`config.mk`:
```
export PLATFORM = sky130hd
export DESIGN_NAME = packbits_run_length_decoder_flat
export DESIGN_NICKNAME = d
export VERILOG_FILES = /design/src/hw/rtl/pbrld_pkg.sv /design/src/hw/rtl/pbrld_ifs.sv /design/src/hw/rtl/pbrld_front.sv /design/src/hw/rtl/pbrld_queue.sv /design/src/hw/rtl/pbrld_back.sv /design/src/hw/rtl/packbits_run_length_decoder.sv /design/src/flat_wrapper.sv
export SDC_FILE = /design/constraint.sdc
export NUM_CORES = 1
export LEC_CHECK = 0
export ABC_AREA = 1
export BUFFER_PORTS_ARGS = -buffer_cell sky130_fd_sc_hd__buf_2
export CAP_MARGIN = 0
export CORE_ASPECT_RATIO = 0.6
export CORE_MARGIN = 2
export CORE_UTILIZATION = 61
export CTS_CLUSTER_DIAMETER = 120
export CTS_CLUSTER_SIZE = 12
export DETAILED_ROUTE_END_ITERATION = 10
export PLACE_DENSITY = 0.85
export SYNTH_ARGS = -nofsm -noshare
export SYNTH_HDL_FRONTEND = slang
export SYNTH_SLANG_ARGS = --single-unit
```
`constraint.sdc`:
```
create_clock -name clk -period 7.44 [get_ports clk]
set_input_delay 0 -clock clk [delete_from_list [all_inputs] [get_ports clk]]
set_output_delay 0 -clock clk [all_outputs]
set_load 0.01 [all_outputs]
```
`src/hw/rtl/pbrld_pkg.sv`:
```
`timescale 1ns / 1ps
`default_nettype none
// ----------------------------------------------------------------------------
// PackBits run-length decoder package
// Shared types and constants for the decoder front end, queue and back end.
// ----------------------------------------------------------------------------
package pbrld_pkg;

    localparam int unsigned ROW_BYTES       = 256;
    localparam int unsigned BLOCK_ROWS      = 56;
    localparam int unsigned LEN_W           = 17;
    localparam int unsigned MAX_BLOCK_BYTES = 65536;

    localparam logic [LEN_W-1:0] BLOCK_LEN_MAX   = LEN_W'(MAX_BLOCK_BYTES);
    localparam logic [LEN_W-1:0] BLOCK_LEN_RESET = LEN_W'(ROW_BYTES * BLOCK_ROWS);

    typedef enum logic [1:0] {
        PH_HEADER  = 2'd0,
        PH_LITERAL = 2'd1,
        PH_REPEAT  = 2'd2
    } phase_t;

    typedef enum logic [1:0] {
        ST_OK      = 2'd0,
        ST_TRUNC   = 2'd1,
        ST_SHORT   = 2'd2,
        ST_MID_RUN = 2'd3
    } status_t;

    typedef struct packed {
        logic       has_data;
        logic [7:0] data;
        logic [7:0] want;
        logic       last;
        logic       open;
    } cmd_t;

endpackage
`default_nettype wire

```
`src/hw/rtl/pbrld_ifs.sv`:
```
`timescale 1ns / 1ps
`default_nettype none
// ----------------------------------------------------------------------------
// PackBits run-length decoder channel interfaces
// Valid/ready channels for compressed bytes, decoded runs and configuration.
// ----------------------------------------------------------------------------
interface pbrld_code_if;
    logic       valid;
    logic       ready;
    logic [7:0] code_byte;
    logic       last_of_chunk;

    modport source (output valid, output code_byte, output last_of_chunk, input ready);
    modport sink   (input valid, input code_byte, input last_of_chunk, output ready);
endinterface

interface pbrld_run_if;
    logic       valid;
    logic       ready;
    logic [7:0] value;
    logic [7:0] run_length;
    logic       block_done;
    logic [1:0] status;

    modport source (output valid, output value, output run_length, output block_done,
                    output status, input ready);
    modport sink   (input valid, input value, input run_length, input block_done,
                    input status, output ready);
endinterface

interface pbrld_cfg_if;
    logic        valid;
    logic        ready;
    logic [16:0] block_length;

    modport source (output valid, output block_length, input ready);
    modport sink   (input valid, input block_length, output ready);
endinterface
`default_nettype wire

```
`src/hw/rtl/pbrld_front.sv`:
```
`timescale 1ns / 1ps
`default_nettype none
// ----------------------------------------------------------------------------
// PackBits run-length decoder front end
// Accepts compressed bytes, tracks header/literal/repeat phase and issues
// one command per byte that produces a result.
// ----------------------------------------------------------------------------
module pbrld_front
    import pbrld_pkg::*;
(
    input  wire logic   clk,
    input  wire logic   rst_n,
    pbrld_code_if.sink  code,
    output logic        push,
    input  wire logic   push_ready,
    output cmd_t        push_cmd
);

    phase_t     phase_reg, phase_next;
    logic [7:0] lit_reg, lit_next;
    logic [7:0] rep_reg, rep_next;
    logic [7:0] lit_dec;
    logic       accept;
    phase_t     phase_after;

    assign code.ready = push_ready;
    assign accept     = code.valid && push_ready;
    assign lit_dec    = (lit_reg != 8'd0) ? lit_reg - 8'd1 : 8'd0;

    always_ff @(posedge clk or negedge rst_n)
    begin
        if (!rst_n)
        begin
            phase_reg <= PH_HEADER;
            lit_reg   <= 8'd0;
            rep_reg   <= 8'd0;
        end
        else
        begin
            phase_reg <= phase_next;
            lit_reg   <= lit_next;
            rep_reg   <= rep_next;
        end
    end

    always_comb
    begin
        phase_after       = phase_reg;
        lit_next          = lit_reg;
        rep_next          = rep_reg;
        push_cmd.has_data = 1'b0;
        push_cmd.data     = code.code_byte;
        push_cmd.want     = 8'd0;
        push_cmd.last     = code.last_of_chunk;
        push_cmd.open     = 1'b0;

        case (phase_reg)
            PH_HEADER:
            begin
                if (code.code_byte[7])
                begin
                    rep_next    = 8'(9'd257 - {1'b0, code.code_byte});
                    phase_after = PH_REPEAT;
                end
                else
                begin
                    lit_next    = code.code_byte + 8'd1;
                    phase_after = PH_LITERAL;
                end
            end
            PH_REPEAT:
            begin
                push_cmd.has_data = 1'b1;
                push_cmd.want     = rep_reg;
                rep_next          = 8'd0;
                phase_after       = PH_HEADER;
            end
            PH_LITERAL:
            begin
                push_cmd.has_data = 1'b1;
                push_cmd.want     = 8'd1;
                lit_next          = lit_dec;
                if (lit_dec == 8'd0)
                begin
                    phase_after = PH_HEADER;
                end
            end
            default:
            begin
                phase_after = PH_HEADER;
            end
        endcase

        push_cmd.open = (phase_after != PH_HEADER);
        phase_next    = phase_after;

        if (code.last_of_chunk)
        begin
            phase_next = PH_HEADER;
            lit_next   = 8'd0;
            rep_next   = 8'd0;
        end

        if (!accept)
        begin
            phase_next = phase_reg;
            lit_next   = lit_reg;
            rep_next   = rep_reg;
        end

        push = accept && (push_cmd.has_data || code.last_of_chunk);
    end

endmodule
`default_nettype wire

```
`src/hw/rtl/pbrld_queue.sv`:
```
`timescale 1ns / 1ps
`default_nettype none
// ----------------------------------------------------------------------------
// PackBits run-length decoder command queue
// Two-entry queue between front end and back end.
// ----------------------------------------------------------------------------
module pbrld_queue
    import pbrld_pkg::*;
(
    input  wire logic clk,
    input  wire logic rst_n,
    input  wire logic push,
    output logic      push_ready,
    input  wire cmd_t push_cmd,
    output logic      pop_valid,
    input  wire logic pop,
    output cmd_t      pop_cmd
);

    cmd_t       entry_reg [2];
    logic       wr_ptr_reg, wr_ptr_next;
    logic       rd_ptr_reg, rd_ptr_next;
    logic [1:0] count_reg, count_next;
    logic       do_push;
    logic       do_pop;

    assign push_ready = (count_reg != 2'd2);
    assign pop_valid  = (count_reg != 2'd0);
    assign pop_cmd    = entry_reg[rd_ptr_reg];
    assign do_push    = push && push_ready;
    assign do_pop     = pop && pop_valid;

    always_comb
    begin
        wr_ptr_next = do_push ? ~wr_ptr_reg : wr_ptr_reg;
        rd_ptr_next = do_pop ? ~rd_ptr_reg : rd_ptr_reg;
        count_next  = count_reg;
        if (do_push && !do_pop)
        begin
            count_next = count_reg + 2'd1;
        end
        else if (do_pop && !do_push)
        begin
            count_next = count_reg - 2'd1;
        end
    end

    always_ff @(posedge clk or negedge rst_n)
    begin
        if (!rst_n)
        begin
            wr_ptr_reg <= 1'b0;
            rd_ptr_reg <= 1'b0;
            count_reg  <= 2'd0;
        end
        else
        begin
            wr_ptr_reg <= wr_ptr_next;
            rd_ptr_reg <= rd_ptr_next;
            count_reg  <= count_next;
        end
    end

    always_ff @(posedge clk)
    begin
        if (do_push)
        begin
            entry_reg[wr_ptr_reg] <= push_cmd;
        end
    end

endmodule
`default_nettype wire

```
`src/hw/rtl/pbrld_back.sv`:
```
`timescale 1ns / 1ps
`default_nettype none
// ----------------------------------------------------------------------------
// PackBits run-length decoder back end
// Counts output bytes against the block length, clips runs, sets status and
// holds the result register.
// ----------------------------------------------------------------------------
module pbrld_back
    import pbrld_pkg::*;
(
    input  wire logic   clk,
    input  wire logic   rst_n,
    pbrld_cfg_if.sink   cfg,
    input  wire logic   cmd_valid,
    output logic        pop,
    input  wire cmd_t   cmd,
    pbrld_run_if.source run
);

    logic [LEN_W-1:0] block_len_reg, block_len_next;
    logic [LEN_W-1:0] pos_reg, pos_next;
    logic [LEN_W-1:0] room;
    logic [LEN_W-1:0] pos_sum;
    logic [LEN_W-1:0] len_wide;
    logic             out_valid_reg, out_valid_next;
    logic [7:0]       value_reg, value_next;
    logic [7:0]       len_reg, len_next;
    logic             done_reg, done_next;
    status_t          status_reg, status_next;

    assign cfg.ready = 1'b1;

    always_comb
    begin
        block_len_next = block_len_reg;
        if (cfg.valid)
        begin
            if (cfg.block_length == '0)
            begin
                block_len_next = LEN_W'(1);
            end
            else if (cfg.block_length > BLOCK_LEN_MAX)
            begin
                block_len_next = BLOCK_LEN_MAX;
            end
            else
            begin
                block_len_next = cfg.block_length;
            end
        end
    end

    assign pop  = cmd_valid && (!out_valid_reg || run.ready);
    assign room = (pos_reg >= block_len_reg) ? '0 : block_len_reg - pos_reg;

    always_comb
    begin
        len_wide    = '0;
        status_next = ST_OK;
        done_next   = 1'b0;
        if (cmd.has_data)
        begin
            if (room == '0)
            begin
                status_next = ST_TRUNC;
                done_next   = 1'b1;
            end
            else if (LEN_W'(cmd.want) > room)
            begin
                len_wide    = room;
                status_next = ST_TRUNC;
            end
            else
            begin
                len_wide = LEN_W'(cmd.want);
            end
        end
        pos_sum = pos_reg + len_wide;
        if (cmd.has_data && room != '0 && pos_sum >= block_len_reg)
        begin
            done_next = 1'b1;
        end
        len_next   = len_wide[7:0];
        value_next = (len_wide != '0) ? cmd.data : 8'd0;
        pos_next   = pos_sum;

        if (cmd.last)
        begin
            done_next = 1'b1;
            pos_next  = '0;
            if (cmd.open)
            begin
                status_next = ST_MID_RUN;
            end
            else if (pos_sum < block_len_reg)
            begin
                status_next = ST_SHORT;
            end
        end

        if (!pop)
        begin
            pos_next = pos_reg;
        end

        out_valid_next = out_valid_reg;
        if (pop)
        begin
            out_valid_next = 1'b1;
        end
        else if (run.ready)
        begin
            out_valid_next = 1'b0;
        end
    end

    always_ff @(posedge clk or negedge rst_n)
    begin
        if (!rst_n)
        begin
            block_len_reg <= BLOCK_LEN_RESET;
            pos_reg       <= '0;
            out_valid_reg <= 1'b0;
        end
        else
        begin
            block_len_reg <= block_len_next;
            pos_reg       <= pos_next;
            out_valid_reg <= out_valid_next;
        end
    end

    always_ff @(posedge clk)
    begin
        if (pop)
        begin
            value_reg  <= value_next;
            len_reg    <= len_next;
            done_reg   <= done_next;
            status_reg <= status_next;
        end
    end

    assign run.valid      = out_valid_reg;
    assign run.value      = value_reg;
    assign run.run_length = len_reg;
    assign run.block_done = done_reg;
    assign run.status     = 2'(status_reg);

endmodule
`default_nettype wire

```
`src/hw/rtl/packbits_run_length_decoder.sv`:
```
`timescale 1ns / 1ps
`default_nettype none
// ----------------------------------------------------------------------------
// PackBits run-length decoder
// Decodes a PackBits-style byte stream into (value, run length) results.
// ----------------------------------------------------------------------------
// Channels: code takes one compressed byte per transaction with a flag on
// the last byte of a chunk; run gives one decoded result per transaction;
// cfg writes the block length, clamped to 1..65536, and is always ready.
// Header bytes give no result except on the last byte of a chunk; every
// literal or repeat value gives exactly one result.
// Throughput: one compressed byte per cycle while code.ready is high; the
// front end registers its phase and the back end its output position.
// A taken byte's command is written into the queue; the back end then loads
// the result register from it once that register is empty or run.ready is
// high.
// Reset: phase, counters and output position clear, the block length
// returns to 14336 and the queue and result register empty.
// Stall: the result register holds while run.ready is low; the two-entry
// queue absorbs up to two more commands before code.ready drops.
// ----------------------------------------------------------------------------
module packbits_run_length_decoder
    import pbrld_pkg::*;
(
    input  wire logic   clk,
    input  wire logic   rst_n,
    pbrld_code_if.sink  code,
    pbrld_cfg_if.sink   cfg,
    pbrld_run_if.source run
);

    logic push;
    logic push_ready;
    cmd_t push_cmd;
    logic cmd_valid;
    logic pop;
    cmd_t cmd;

    pbrld_front u_front (
        .clk        (clk),
        .rst_n      (rst_n),
        .code       (code),
        .push       (push),
        .push_ready (push_ready),
        .push_cmd   (push_cmd)
    );

    pbrld_queue u_queue (
        .clk        (clk),
        .rst_n      (rst_n),
        .push       (push),
        .push_ready (push_ready),
        .push_cmd   (push_cmd),
        .pop_valid  (cmd_valid),
        .pop        (pop),
        .pop_cmd    (cmd)
    );

    pbrld_back u_back (
        .clk       (clk),
        .rst_n     (rst_n),
        .cfg       (cfg),
        .cmd_valid (cmd_valid),
        .pop       (pop),
        .cmd       (cmd),
        .run       (run)
    );

endmodule
`default_nettype wire

```
`src/flat_wrapper.sv`:
```
// flat-port wrapper written by rule: the top's interface ports become plain ports
module packbits_run_length_decoder_flat import pbrld_pkg::*;
  (clk, rst_n, code_valid, code_code_byte, code_last_of_chunk, code_ready, cfg_valid, cfg_block_length, cfg_ready, run_valid, run_value, run_run_length, run_block_done, run_status, run_ready);
  pbrld_code_if code_i ();
  pbrld_cfg_if cfg_i ();
  pbrld_run_if run_i ();
  input  wire logic clk;
  input  wire logic rst_n;
  input wire logic [$bits(code_i.valid)-1:0] code_valid;
  input wire logic [$bits(code_i.code_byte)-1:0] code_code_byte;
  input wire logic [$bits(code_i.last_of_chunk)-1:0] code_last_of_chunk;
  output wire logic [$bits(code_i.ready)-1:0] code_ready;
  input wire logic [$bits(cfg_i.valid)-1:0] cfg_valid;
  input wire logic [$bits(cfg_i.block_length)-1:0] cfg_block_length;
  output wire logic [$bits(cfg_i.ready)-1:0] cfg_ready;
  output wire logic [$bits(run_i.valid)-1:0] run_valid;
  output wire logic [$bits(run_i.value)-1:0] run_value;
  output wire logic [$bits(run_i.run_length)-1:0] run_run_length;
  output wire logic [$bits(run_i.block_done)-1:0] run_block_done;
  output wire logic [$bits(run_i.status)-1:0] run_status;
  input wire logic [$bits(run_i.ready)-1:0] run_ready;
  assign code_i.valid = code_valid;
  assign code_i.code_byte = code_code_byte;
  assign code_i.last_of_chunk = code_last_of_chunk;
  assign code_ready = code_i.ready;
  assign cfg_i.valid = cfg_valid;
  assign cfg_i.block_length = cfg_block_length;
  assign cfg_ready = cfg_i.ready;
  assign run_valid = run_i.valid;
  assign run_value = run_i.value;
  assign run_run_length = run_i.run_length;
  assign run_block_done = run_i.block_done;
  assign run_status = run_i.status;
  assign run_i.ready = run_ready;
  packbits_run_length_decoder u_core (.clk(clk), .rst_n(rst_n), .code(code_i), .cfg(cfg_i), .run(run_i));
endmodule
```
# Word level (Yosys, flattened, before mapping)
# Memory sizes are Yosys's and may differ from the RTL's.
# Index checks and enable logic that the tools add are counted.
[classes]
addsub = 7
mul = 0
div_mod_pow = 0
order_cmp = 5
n_eq_ne = 5
shift = 0
mux = 34
bitwise = 2
reduce_logical = 31
[op_table]
columns = ["op", "count"]
rows = [
  ["17-bit two-way mux", 7],
  ["8-bit one-hot mux with 2 select lines", 3],
  ["8-bit two-way mux", 5],
  ["17-bit greater-or-equal comparator", 2],
  ["17-bit zero test", 2],
  ["17-bit nonzero test", 2],
  ["17-bit adder", 1],
  ["17-bit > comparator, second input constant", 1],
  ["8-bit by 17-bit > comparator with 1-bit output", 1],
  ["17-bit < comparator", 1],
  ["17-bit subtractor", 1],
  ["2-bit two-way mux", 8],
  ["1-bit two-way mux", 10],
  ["1-bit logical AND", 9],
  ["8-bit by 1-bit adder with 8-bit output, second input constant", 1],
  ["8-bit zero test", 1],
  ["2-bit nonzero test", 4],
  ["8-bit nonzero test", 1],
  ["1-bit by 8-bit subtractor with 8-bit output, first input constant", 1],
  ["8-bit by 1-bit subtractor with 8-bit output, second input constant", 1],
  ["3-bit != test, second input constant", 2],
  ["3-bit AND reduction", 2],
  ["3-bit nonzero test", 2],
  ["2-bit one-hot mux with 2 select lines", 1],
  ["10 further kinds", 15],
]
[totals]
reg_bits = 76
latch_bits = 0
ram_bits = 38
romBits = 0
in_bits = 31
output_inout_bits = 22
mem_count = 1
[memory_table]
columns = ["name", "words", "word_bits", "read_ports", "rd_clocked_by_memory_dff", "wr", "line_no", "source"]
rows = [
  ["u_core.u_queue.entry_reg", 2, 19, 1, 0, 1, "pbrld_queue.sv:20", "cmd_t entry_reg [2];"],
]

# Logic depth before layout (Yosys ltp)
# Gate-level depths: netlist (run 1).
[logic_depth]
depth_word = 11
depth_mapped = 51
mapped_depth_nobuf = 50

# Modules after synthesis
# From an unflattened synthesis (run 1), not the netlist that was laid out.
[unflattened]
cells_unflattened = 1046
hier_area_um2 = 8151.6
[modules_own_cells]
columns = ["mod", "instances", "cells_per_inst", "area_each_um2", "seq_area_each_um2"]
rows = [
  ["pbrld_back", 1, 707, 5043.6, 1450.1],
  ["pbrld_queue", 1, 128, 1626.6, 1241.2],
  ["pbrld_front", 1, 211, 1481.4, 450.4],
]

# Worst setup path before layout (run 1)
# Ideal clock, no wire load.
[synth_path]
path_type = "flip-flop to flip-flop"
startpoint = "register u_core.u_back.pos_reg[3]"
endpoint = "register u_core.u_back.done_reg (netlist: u_core.u_back.run.block_done), data pin"
setup_time_ns = 0.258
arrival_ns = 5.402
slack_ns = 1.780
path_stages_with_launch = 47
path_buffers = 0
cell_sequence = "dfrtp_1 -> inv_1 -> ha_1 -> nand2_2 -> nor2_2 -> nand3_1 -> nand3_2 -> nand2_1 -> nand2_4 -> nand2_8 -> inv_4 -> nand2_1 -> ha_1 -> nand2_1 -> nor3_1 -> o21ai_0 -> nand2_1 -> nand2_1 -> (+11 left out) -> nand2_1 -> and3_1 -> o21ai_0 -> a21boi_0 -> o21ai_0 -> nand2_1 -> nand2_1 -> nand2_1 -> nand2_1 -> nand2_1 -> nand2_1 -> inv_1 -> ha_1 -> a21oi_1 -> o21a_1 -> nand2_1 -> o21ai_0 -> nand2_1"
[synth_via]
elab_chain_cells = 10
[synth_rtl]
columns = ["element", "line_no", "source"]
rows = [
  ["from (decl)", "pbrld_back.sv:21", "logic [LEN_W-1:0] pos_reg, pos_next;"],
  ["from (signal assigned)", "pbrld_back.sv:128", "pos_reg <= pos_next;"],
  ["17-bit subtractor or 17-bit greater-or-equal comparator (tied branches)", "pbrld_back.sv:54", "assign room = (pos_reg >= block_len_reg) ? '0 : block_len_reg - pos_reg;"],
  ["17-bit two-way mux *", "pbrld_back.sv:54", ""],
  ["8-bit by 17-bit > comparator with 1-bit output", "pbrld_back.sv:68", "else if (LEN_W'(cmd.want) > room)"],
  ["17-bit two-way mux", "pbrld_back.sv:68", ""],
  ["17-bit two-way mux *", "pbrld_back.sv:63", "if (room == '0)"],
  ["17-bit two-way mux *", "pbrld_back.sv:61", "if (cmd.has_data)"],
  ["via u_core.u_back.len_wide[3]", "pbrld_back.sv:24", "logic [LEN_W-1:0] len_wide;"],
  ["17-bit adder *", "pbrld_back.sv:78", "pos_sum = pos_reg + len_wide;"],
  ["17-bit greater-or-equal comparator *", "pbrld_back.sv:79", "if (cmd.has_data && room != '0 && pos_sum >= block_len_reg)"],
  ["1-bit logical AND *", "pbrld_back.sv:79", ""],
  ["2-bit OR reduction (no line) *", "-", ""],
  ["to (signal assigned)", "pbrld_back.sv:139", "done_reg <= done_next;"],
  ["to (decl)", "pbrld_back.sv:28", "logic done_reg, done_next;"],
]
# Mark *: on every way through the listed nets, which the timed path passes. The rest lies on a longest branch.
# A chain may end at the register's enable or synchronous reset.

# Final worst setup path (run 1)
[layout_path]
startpoint = "register u_core.u_back.pos_reg[4]"
endpoint = "register u_core.u_back.status_reg[0] (netlist: u_core.u_back.run.status[0]), data pin"
[layout_via]
elab_chain_cells = 11
[layout_rtl]
columns = ["element", "line_no", "source"]
rows = [
  ["17-bit subtractor or 17-bit greater-or-equal comparator (tied branches)", "pbrld_back.sv:54", ""],
  ["17-bit two-way mux *", "pbrld_back.sv:54", ""],
  ["8-bit by 17-bit > comparator with 1-bit output", "pbrld_back.sv:68", ""],
  ["17-bit two-way mux", "pbrld_back.sv:68", ""],
  ["17-bit two-way mux *", "pbrld_back.sv:63", ""],
  ["17-bit two-way mux *", "pbrld_back.sv:61", ""],
  ["via u_core.u_back.len_wide[2]", "pbrld_back.sv:24", ""],
  ["17-bit adder *", "pbrld_back.sv:78", ""],
  ["17-bit < comparator *", "pbrld_back.sv:95", "else if (pos_sum < block_len_reg)"],
  ["2-bit two-way mux *", "pbrld_back.sv:95", ""],
  ["2-bit two-way mux *", "pbrld_back.sv:91", "if (cmd.open)"],
  ["2-bit two-way mux *", "pbrld_back.sv:87", "if (cmd.last)"],
  ["via u_core.u_back.status_next[0]", "pbrld_back.sv:29", "status_t status_reg, status_next;"],
  ["to (signal assigned)", "pbrld_back.sv:140", "status_reg <= status_next;"],
  ["to (decl)", "pbrld_back.sv:29", ""],
]
# Marks and branches as above.

==> flow_metrics.py, run 1 <==
metrics = {
    "run_status": {
        "status": "finished, final reports clean",
    },
    "sta": {
        "timing.fmax_ghz": 0.1479,
        "finClkSkew_ps": 14.03,
        "tightest_slew_ps": 1165,
        "fin_crit_sh": 0.9085,
        "setup_tns_ps": 0,
        "setup-violations-final": 0,
        "relSlewSlack": 0.2231,
        "report.final.slew_viol_count": 0,
        "hold_viol": 0,
        "min_period_ps": 6759,
        "grt_setup_unrepaired": "false",
    },
    "pwr": {
        "power.internal_uw": 2267,
        "seqPwrFrac": 0.244,
        "sw_frac_of_total": 0.4711,
        "p_sw_uw": 2020,
        "power_frac_clock": 0.211,
        "pwr-share-comb": 0.545,
        "leakagePower_uw": 0.004675,
        "power.density_nw_per_um2": 467.8,
        "ir_drop_mv": 0.4471,
    },
    "route": {
        "first_pass_iters": 6,
        "routed_wl_um": 21830,
        "drt_iter0_markers": 925,
        "viasPerCell": 5.730,
        "drc": 0,
        "vias": 7082,
        "antenna_left": 0,
        "wl_per_cell_um": 17.66,
    },
    "final_layout": {
        "area_delta_synth_final_pct": 17.84,
        "largest_reg_flops": 38,
        "final_core_util": 0.7477,
        "fin_nets": 1158,
        "fill_cells": 861,
        "diodes": 0,
        "drive_above_1_share": 0.1279,
    },
    "worst_setup_path": {
        "rrSetupSlack_ps": 680,
        "critPathCapture": "u_core.u_back.run.status[0]",
        "crit_path_start": "u_core.u_back.pos_reg[4]",
        "critPathLaunchType": "flop",
        "cp.arrival_ps": 6980,
        "setup.worst_path.end_class": "flop",
        "cp.depth": 45,
        "crit_buf_inv": 5,
        "cp_top_family": "simple AND/OR/NAND/NOR gates",
        "reg2reg_depth": 45,
        "crit_fanout": 10,
        "r2r-end": "u_core.u_back.run.status[0]",
        "r2r_start": "u_core.u_back.pos_reg[4]",
        "cp.required_ps": 7660,
        "critPathKind": "reg -> reg",
        "slowest_delay_ps": 500,
        "cp_common_cell": "nand2_1",
        "critPathSlowestCell": "or4_1",
    },
    "placed_design": {
        "io_buffer_count": 51,
        "hpwl_um": 14950,
        "gp_congestion": 1.002,
    },
    "clocking": {
        "clock_path_buffers": 2,
        "cts_tree": "built",
        "post_cts_buffers": 0,
        "cts.htree.levels": 4,
        "clk_latency_ps": 420,
        "clockRootBuffer": "clkbuf_16",
        "numCtsBuffers": 17,
        "clock-sinks": 114,
        "cts.clk_slew.worst_paths_ps": 60,
    },
    "die": {
        "pin_count": 53,
        "die_y_um": 91.46,
        "initial_core_util": 0.6344,
        "rows": 31,
        "core_area_um2": 12260,
        "fp.dieW_um": 149.8,
        "die-area_um2": 13700,
    },
    "synthesis": {
        "synth_warnings": 0,
        "synth_seq_cells": 114,
        "async_flop_share": 0.5000,
        "syn-mean-instance-area_um2": 8.075,
        "synth.distinct_cells": 50,
        "netlist_top_cells_area": "edfxtp_1, dfrtp_1, nand2_1, ha_1, inv_1",
        "syn_inst": 963,
        "synth-seq-area-share": 0.4040,
        "synth-main-ff-cell": "edfxtp_1",
        "synth_edf_count": 57,
        "synth_top_area_cell": "edfxtp_1",
        "syn_area_um2": 7776,
        "synth_top_area_share": 0.2201,
    },
    "global_routing": {
        "grt_max_degree": 58,
        "grt_pass1_wl_um": 34710,
        "grt_usage": 0.3343,
        "grt_overflow_total": 0,
        "antenna_found_initial": 0,
        "grt_pass1_vias": 6497,
    },
    "run": {
        "maxCapViolCount": 0,
    },
    "worst_hold_path": {
        "hp-class": "in -> reg",
    },
}
-- worst register-to-register path, delay by kind of cell (launching register included) --
| kind | cells | cell delay, ps |
|---|---|---|
| AO/OA/AOI/OAI | 5 | 1100 |
| adder cells (fa/ha/maj) | 4 | 1340 |
| buffers and inverters | 5 | 400 |
| flip-flops | 1 | 380 |
| AND/OR/NAND/NOR | 31 | 3320 |
-- cell usage after synthesis, types with 2 or more instances --
| cell type | n |
|---|---|
| nand3_2 | 2 |
| nor2_2 | 7 |
| inv_1 | 176 |
| mux2i_1 | 10 |
| a31oi_1 | 3 |
| edfxtp_1 | 57 |
| nand3b_1 | 5 |
| nor2_1 | 34 |
| nand4_1 | 11 |
| clkbuf_1 | 11 |
| and2_1 | 2 |
| a21oi_2 | 4 |
| o211ai_1 | 8 |
| nor2_4 | 5 |
| fa_1 | 2 |
| dfstp_2 | 3 |
| ha_1 | 67 |
| dfrtp_1 | 54 |
| nand2_2 | 8 |
| xor2_1 | 21 |
| o21a_1 | 3 |
| a21oi_1 | 50 |
| o22ai_1 | 17 |
| nand2_1 | 233 |
| a21boi_0 | 2 |
| or2_2 | 3 |
| inv_2 | 7 |
| a31o_2 | 3 |
| nor3_1 | 10 |
| conb_1 | 2 |
| xnor2_1 | 8 |
| nand3_1 | 49 |
| inv_4 | 2 |
| o21ai_0 | 64 |
| nor4_1 | 5 |
-- placed cells by master (no fill, tap or decap), drive strengths merged, types with 8 or more instances in the layout --
master / instances
a21oi: 54
buf: 55
clkbuf: 17
conb: 9
dfrtp: 54
dlygate4sd3: 28
edfxtp: 57
ha: 67
inv: 193
mux2i: 10
nand2: 243
nand3: 52
nand4: 12
nor2: 47
nor3: 10
o211ai: 8
o21ai: 64
o22ai: 17
xnor2: 8
xor2: 21
-- cells by family after synthesis --
kind of cell / synth area share
AND/OR/NAND/NOR: 0.2256
buffers and inverters: 0.09815
AO/OA/AOI/OAI: 0.1128
flip-flops: 0.4040
adder cells (fa/ha/maj): 0.1130
XOR/XNOR: 0.03266
multiplexers: 0.01287
other: 0.0009658
-- cell type report --
cell class / instances / area, um2 / area share
Sequential cell: 114 / 3142 / 0.3428
Timing Repair Buffer: 83 / 565.5 / 0.06171
Clock buffer: 17 / 425.4 / 0.04642
Tap cell: 165 / 206.4 / 0.02253
Multi-Input combinational cell: 657 / 3909 / 0.4265
Clock inverter: 15 / 216.5 / 0.02362
Inverter: 185 / 699.4 / 0.07632
-- per-layer routing --
layer	GRT usage	up-vias	part of all wire
met5	0	-	0
met4	0.07626	0	0.018
met3	0.1422	36	0.15
met2	0.4266	456	0.38
met1	0.5155	3250	0.45
li1	-	3340	-
-- worst min-delay path by stage --
stage | startpoint | endpoint | slack, ps | cells after the start
after floorplan | rst_n | u_core.u_back.block_len_reg[0] | -300 | 0
after global placement | rst_n | u_core.u_back.block_len_reg[15] | 190 | 2
after detailed placement | rst_n | u_core.u_back.block_len_reg[15] | 190 | 2
after CTS | code_valid | u_core.u_front.phase_reg[1] | 30 | 4
after global routing | code_valid | u_core.u_front.phase_reg[1] | 80 | 4
final | code_valid | u_core.u_front.phase_reg[1] | 50 | 4
-- timing repair --
| item | CTS | global route |
|---|---|---|
| hold endpoints to repair | 93 | 0 |
| hold buffers | 28 | 0 |
| setup endpoints to repair | 0 | 3 |
| gates resized for setup | 0 | 4 |
-- stage by stage --
step	hold WS, ps	setup WS, ps	power (uW)	instances	instance area [um2]
after detailed placement	193.9	858.6	3226	1176	8242
final	46.82	680.7	4287	1236	9164
after CTS	29.61	693.9	4192	1236	9164
after floorplan	-295.6	1780	2644	970	7802
after global placement	191.2	1024	3182	1176	8242
after global routing	75.58	23.31	4584	1236	9164
-- power by group through the flow --
| stage | combinational (uW) | clock, uW | sequential [uW] |
|---|---|---|---|
| after floorplan | 1620 | 0 | 1030 |
| after global placement | 2140 | 0 | 1040 |
| after detailed placement | 2190 | 0 | 1040 |
| after CTS | 2250 | 901 | 1040 |
| after global routing | 2580 | 937 | 1060 |
| final | 2340 | 903 | 1050 |
No activity file was read; power rests on OpenSTA's default activity.
==> inputs of run 2 (changes only) <==
CORE_UTILIZATION = 56   (was 61)
PLACE_DENSITY = 0.83   (was 0.85)
clock period = 6.1 ns   (was 7.44 ns; I/O delays follow)
==> flow_metrics.py, run 2 (synthesized netlist as in run 1, its figures left out) <==
metrics = {
    "run_status": {
        "status": "finished with violations",
        "violations": "negative setup slack",
    },
    "sta": {
        "hold_viol": 0,
        "relSlewSlack": 0.4404,
        "report.final.slew_viol_count": 0,
        "min_period_ps": 6147,
        "finClkSkew_ps": 11.64,
        "worst_slack_ps": -46.51,
        "setup-violations-final": 3,
        "fin_crit_sh": 1.008,
        "tightest_slew_ps": 836.4,
        "timing.fmax_ghz": 0.1627,
    },
    "final_layout": {
        "drive_above_1_share": 0.2931,
        "fin_nets": 1264,
        "layout_common_cells": "nand2_1, inv_1, buf_4, edfxtp_1, o21ai_0",
        "final_common_cell": "nand2_1",
        "area_delta_synth_final_pct": 34.55,
        "largest_reg_flops": 38,
    },
    "die": {
        "die_y_um": 95.28,
        "initial_core_util": 0.5707,
        "pin_count": 53,
        "rows": 33,
        "fp.dieW_um": 156.1,
        "core_area_um2": 13630,
        "die-area_um2": 14880,
    },
    "pwr": {
        "power.internal_uw": 3235,
        "p_sw_uw": 2991,
        "p_total_uw": 6226,
        "power_frac_clock": 0.159,
        "ir_drop_mv": 0.4393,
        "seqPwrFrac": 0.204,
        "sw_frac_of_total": 0.4805,
        "leakagePower_uw": 0.005167,
        "pwr-share-comb": 0.637,
        "power.density_nw_per_um2": 595.1,
    },
    "worst_setup_path": {
        "r2r_start": "u_core.u_back.pos_reg[5]",
        "critPathCapture": "u_core.u_back.run.status[1]",
        "cp_top_family": "simple AND/OR/NAND/NOR gates",
        "rrSetupSlack_ps": -50,
        "reg2reg_depth": 35,
        "crit_path_start": "u_core.u_back.pos_reg[5]",
        "crit_fanout": 5,
        "cp.depth": 35,
        "cp.required_ps": 6250,
        "critPathKind": "reg -> reg",
        "cp.arrival_ps": 6300,
        "setup.worst_path.end_class": "flop",
        "slowest_delay_ps": 440,
        "critPathSlowestCell": "or4_4",
        "r2r-end": "u_core.u_back.run.status[1]",
        "critPathLaunchType": "flop",
        "cp_common_cell": "nand2_1",
        "crit_buf_inv": 5,
    },
    "placed_design": {
        "gp_congestion": 0.9824,
        "io_buffer_count": 51,
        "hpwl_um": 16400,
        "pre_cts_slack_ps": -252.6,
    },
    "clocking": {
        "clock-sinks": 114,
        "clk_latency_ps": 430,
        "cts.htree.levels": 4,
        "cts.clk_slew.worst_paths_ps": 60,
        "clock_path_buffers": 2,
        "cts_tree": "built",
        "numCtsBuffers": 17,
        "clockRootBuffer": "clkbuf_16",
    },
    "route": {
        "vias": 8245,
        "drt_iter0_markers": 1229,
        "viasPerCell": 6.094,
        "routed_wl_um": 28510,
        "first_pass_iters": 8,
        "drc": 0,
        "wl_per_cell_um": 21.07,
        "antenna_left": 0,
    },
    "global_routing": {
        "grt_overflow_total": 0,
        "grt_pass1_vias": 7120,
        "antenna_found_initial": 0,
        "grt_max_degree": 58,
        "grt_usage": 0.3314,
        "grt_pass1_wl_um": 37400,
    },
    "worst_hold_path": {
        "hp-class": "in -> reg",
    },
    "run": {
        "maxCapViolCount": 0,
    },
}
==> run 2: cell types whose count changed in the layout (fill, tap and decap cells not counted), moves of 14 or more <==
cell | previous run | this run
ha_1 | 67 | 42
ha_4 | 0 | 23
inv_1 | 176 | 162
inv_2 | 7 | 21
buf_4 | 4 | 110
nand2_1 | 233 | 209
nand2_2 | 8 | 31
==> run 2: area by class of cell <==
class | count | area (um2)
Antenna cell | 1 | 2.502
Fill cell | 816 | 3163
Clock inverter | 14 | 125.1
Multi-Input combinational cell | 658 | 4468
Inverter | 185 | 699.4
Sequential cell | 114 | 3147
Tap cell | 175 | 219.0
Clock buffer | 18 | 450.4
Timing Repair Buffer | 188 | 1351
==> run 2: how the worst min path moves through the flow <==
stage / startpoint / end / slack (ps) / cells past startpoint
6_report: code_valid / u_core.u_front.phase_reg[1] / 50 / 4
5_1_grt: cfg_block_length[3] / u_core.u_back.block_len_reg[3] / 90 / 3
4_1_cts: code_valid / u_core.u_front.phase_reg[1] / 30 / 4
3_5_place_dp: rst_n / u_core.u_front.rep_reg[6] / 190 / 2
3_3_place_gp: run_ready / u_core.u_back.run.valid / 190 / 2
2_1_floorplan: rst_n / u_core.u_back.block_len_reg[0] / -300 / 0
==> run 2: timing repair <==
| action | CTS | global route |
|---|---|---|
| buffers inserted | 1 | 19 |
| pin swaps | 2 | 37 |
| cloned | 1 | 0 |
| hold endpoints to repair | 92 | 0 |
| setup endpoints to repair | 3 | 3 |
| hold buffers | 27 | 0 |
| resized for setup | 20 | 106 |
==> run 2: per-stage QoR <==
stage / TNS, ps / std cells / hold WS (ps) / utilization / area (um2)
after floorplan: 0 / 970 / -295.6 / - / 7802
final: -82.64 / 1353 / 49.28 / 0.7679 / 10460
after global placement: -206.1 / 1272 / 191.7 / 0.6532 / 8900
after global routing: -698.6 / 1352 / 88.06 / 0.7677 / 10460
after CTS: 0 / 1333 / 30.01 / 0.7223 / 9842
after detailed placement: -720.7 / 1272 / 194.5 / 0.6532 / 8900
==> run 2: routing by layer <==
layer / part of all wire / GRT usage / vias to the layer above / wire (um)
li1: - / - / 3554 / -
met1: 0.39 / 0.4776 / 3828 / 11030
met2: 0.43 / 0.4812 / 698 / 12280
met3: 0.14 / 0.1059 / 165 / 3885
met4: 0.046 / 0.08945 / 0 / 1321
met5: 0 / 0 / - / 0
==> run 2: power by group through the flow <==
stage	clock network (uW)	registers [uW]	logic, uW
3_5_place_dp	0	1250	3080
5_1_grt	1020	1280	4220
2_1_floorplan	0	1250	1970
4_1_cts	969	1240	3220
3_3_place_gp	0	1240	2980
6_report	990	1270	3970
==> run 2: worst min-delay path, delay by kind of cell <==
family	cells	cell delay, ps
buf+inv	2	190
compound gates	1	80
simple gates	1	150
==> inputs of run 3 (changes only) <==
CORE_UTILIZATION = 61   (was 56)
PLACE_DENSITY = 0.85   (was 0.83)
clock period = 6.3 ns   (was 6.1 ns; I/O delays follow)
==> flow_metrics.py, run 3 (synthesized netlist as in run 1, its figures left out) <==
metrics = {
    "final_layout": {
        "largest_reg_flops": 38,
        "stdcell_count": 1276,
        "final_core_util": 0.8025,
        "regArea_um2": 3147,
        "design_area_um2": 9836,
        "layout_common_cells": "nand2_1, inv_1, o21ai_0, edfxtp_1, buf_2",
        "fill_cells": 703,
        "final_common_cell": "nand2_1",
        "diodes": 0,
        "multi_input_area_um2": 4388,
        "fin_nets": 1198,
        "area_delta_synth_final_pct": 26.48,
        "drive_above_1_share": 0.2196,
    },
    "worst_setup_path": {
        "critPathSlowestCell": "or4_4",
        "cp.required_ps": 6440,
        "setup.worst_path.end_class": "flop",
        "rrSetupSlack_ps": -60,
        "r2r-end": "u_core.u_back.run.status[0]",
        "r2r_start": "u_core.u_back.pos_reg[3]",
        "crit_fanout": 8,
        "cp_common_cell": "nand2_1",
        "critPathKind": "reg -> reg",
        "cp.arrival_ps": 6500,
        "slowest_delay_ps": 540,
        "critPathLaunchType": "flop",
        "reg2reg_depth": 41,
    },
    "clocking": {
        "cts.htree.levels": 4,
        "clk_latency_ps": 430,
        "clock-sinks": 114,
        "numCtsBuffers": 17,
        "cts.clk_slew.worst_paths_ps": 60,
        "clock_path_buffers": 2,
        "cts_tree": "built",
        "clockRootBuffer": "clkbuf_16",
    },
    "sta": {
        "finClkSkew_ps": 8.819,
        "tightest_slew_ps": 841.1,
        "worst_slack_ps": -61.75,
        "report.final.slew_viol_count": 0,
        "min_period_ps": 6362,
        "setup-violations-final": 3,
        "fin_crit_sh": 1.010,
        "relSlewSlack": 0.4372,
        "timing.fmax_ghz": 0.1572,
        "hold_viol": 0,
    },
    "placed_design": {
        "placed_cell_area_um2": 8339,
        "gp_congestion": 1.000,
        "io_buffer_count": 51,
        "place_inst": 1189,
        "hpwl_um": 15790,
    },
    "global_routing": {
        "grt_pass1_wl_um": 36190,
        "antenna_found_initial": 1,
        "grt_overflow_total": 0,
        "grt_pass1_vias": 6721,
        "grt_usage": 0.3523,
        "grt_max_degree": 58,
    },
    "worst_hold_path": {
        "hold_path_end": "u_core.u_front.phase_reg[1]",
        "hp-class": "in -> reg",
        "whs_path_depth": 4,
        "min_from": "code_valid",
    },
    "route": {
        "drt_iter0_markers": 1285,
        "viasPerCell": 6.040,
        "vias": 7707,
        "routed_wl_um": 25660,
        "wl_per_cell_um": 20.11,
        "drc": 0,
        "antenna_left": 0,
        "first_pass_iters": 6,
    },
    "pwr": {
        "sw_frac_of_total": 0.4874,
        "p_total_uw": 5527,
        "power.internal_uw": 2833,
        "leakagePower_uw": 0.004808,
        "pwr-share-comb": 0.616,
        "power_frac_clock": 0.159,
        "seqPwrFrac": 0.224,
        "p_sw_uw": 2694,
        "ir_drop_mv": 0.4705,
        "power.density_nw_per_um2": 561.9,
    },
    "run_status": {
        "status": "finished with violations",
        "violations": "negative setup slack",
    },
    "die": {
        "initial_core_util": 0.6344,
        "rows": 31,
        "fp.dieW_um": 149.8,
        "pin_count": 53,
        "core_area_um2": 12260,
        "die_y_um": 91.46,
        "die-area_um2": 13700,
    },
    "run": {
        "maxCapViolCount": 0,
    },
}
==> run 3: final cells by class <==
cell class | instances | share of cell area
clock inverters | 13 | 0.009286
clock buffers | 19 | 0.04401
well taps | 165 | 0.02099
inverters | 185 | 0.07111
flip-flops and latches | 114 | 0.3199
repair buffers | 122 | 0.08854
multi-input cells | 658 | 0.4461
==> run 3: how the worst max path moves through the flow <==
stage / start / to / slack (ps) / cells after the start
2_1_floorplan: u_core.u_back.pos_reg[3] / u_core.u_back.run.block_done / 640 / 46
3_3_place_gp: u_core.u_back.pos_reg[6] / u_core.u_back.run.block_done / -70 / 37
3_5_place_dp: u_core.u_back.pos_reg[6] / u_core.u_back.run.block_done / -110 / 43
4_1_cts: u_core.u_back.pos_reg[7] / u_core.u_back.run.status[0] / 3 / 45
5_1_grt: u_core.u_back.block_len_reg[4] / u_core.u_back.run.status[0] / -320 / 48
6_report: u_core.u_back.pos_reg[3] / u_core.u_back.run.status[0] / -60 / 41
==> run 3: timing repair <==
item / in CTS / in global routing
hold endpoints to repair: 93 / 0
resized for setup: 17 / 79
setup endpoints to repair: 3 / 3
buffers inserted: 0 / 26
gates cloned: 0 / 1
pin swaps: 0 / 23
hold buffers: 28 / 0
==> run 3: critical path: cells and delay by family, from the launching register on <==
kind            cells  cell delay (ps)
simple gates       21             2440
fa+ha+maj           4             1170
compound gates      8             1150
buf+inv             7              730
flops               1              360
xor+xnor            1              210
==> run 3: routing by layer <==
metal  global-route usage  share of wire  routed length [um]
met4               0.1006          0.039                1008
met5                    0        0.00051                  13
met2               0.4832           0.42               10680
met3               0.1226           0.15                3837
met1               0.5242           0.39               10120
==> run 3: through the flow <==
stage / setup WS (ps) / TNS [ps] / hold slack (ps)
final: -61.75 / -118.5 / 28.48
after global routing: -320.6 / -860.5 / 74.57
after CTS: 2.984 / 0 / 33.66
after detailed placement: -106.5 / -229.1 / 202.7
after global placement: -71.51 / -159.4 / 191.1
after floorplan: 639.6 / 0 / -295.6
==> run 3: power groups by stage <==
stage	Combinational (uW)	Clock, uW	Sequential [uW]
after detailed placement	2670	0	1230
after global routing	3660	905	1260
after global placement	2600	0	1220
final	3410	880	1240
after floorplan	1910	0	1210
after CTS	2770	864	1220
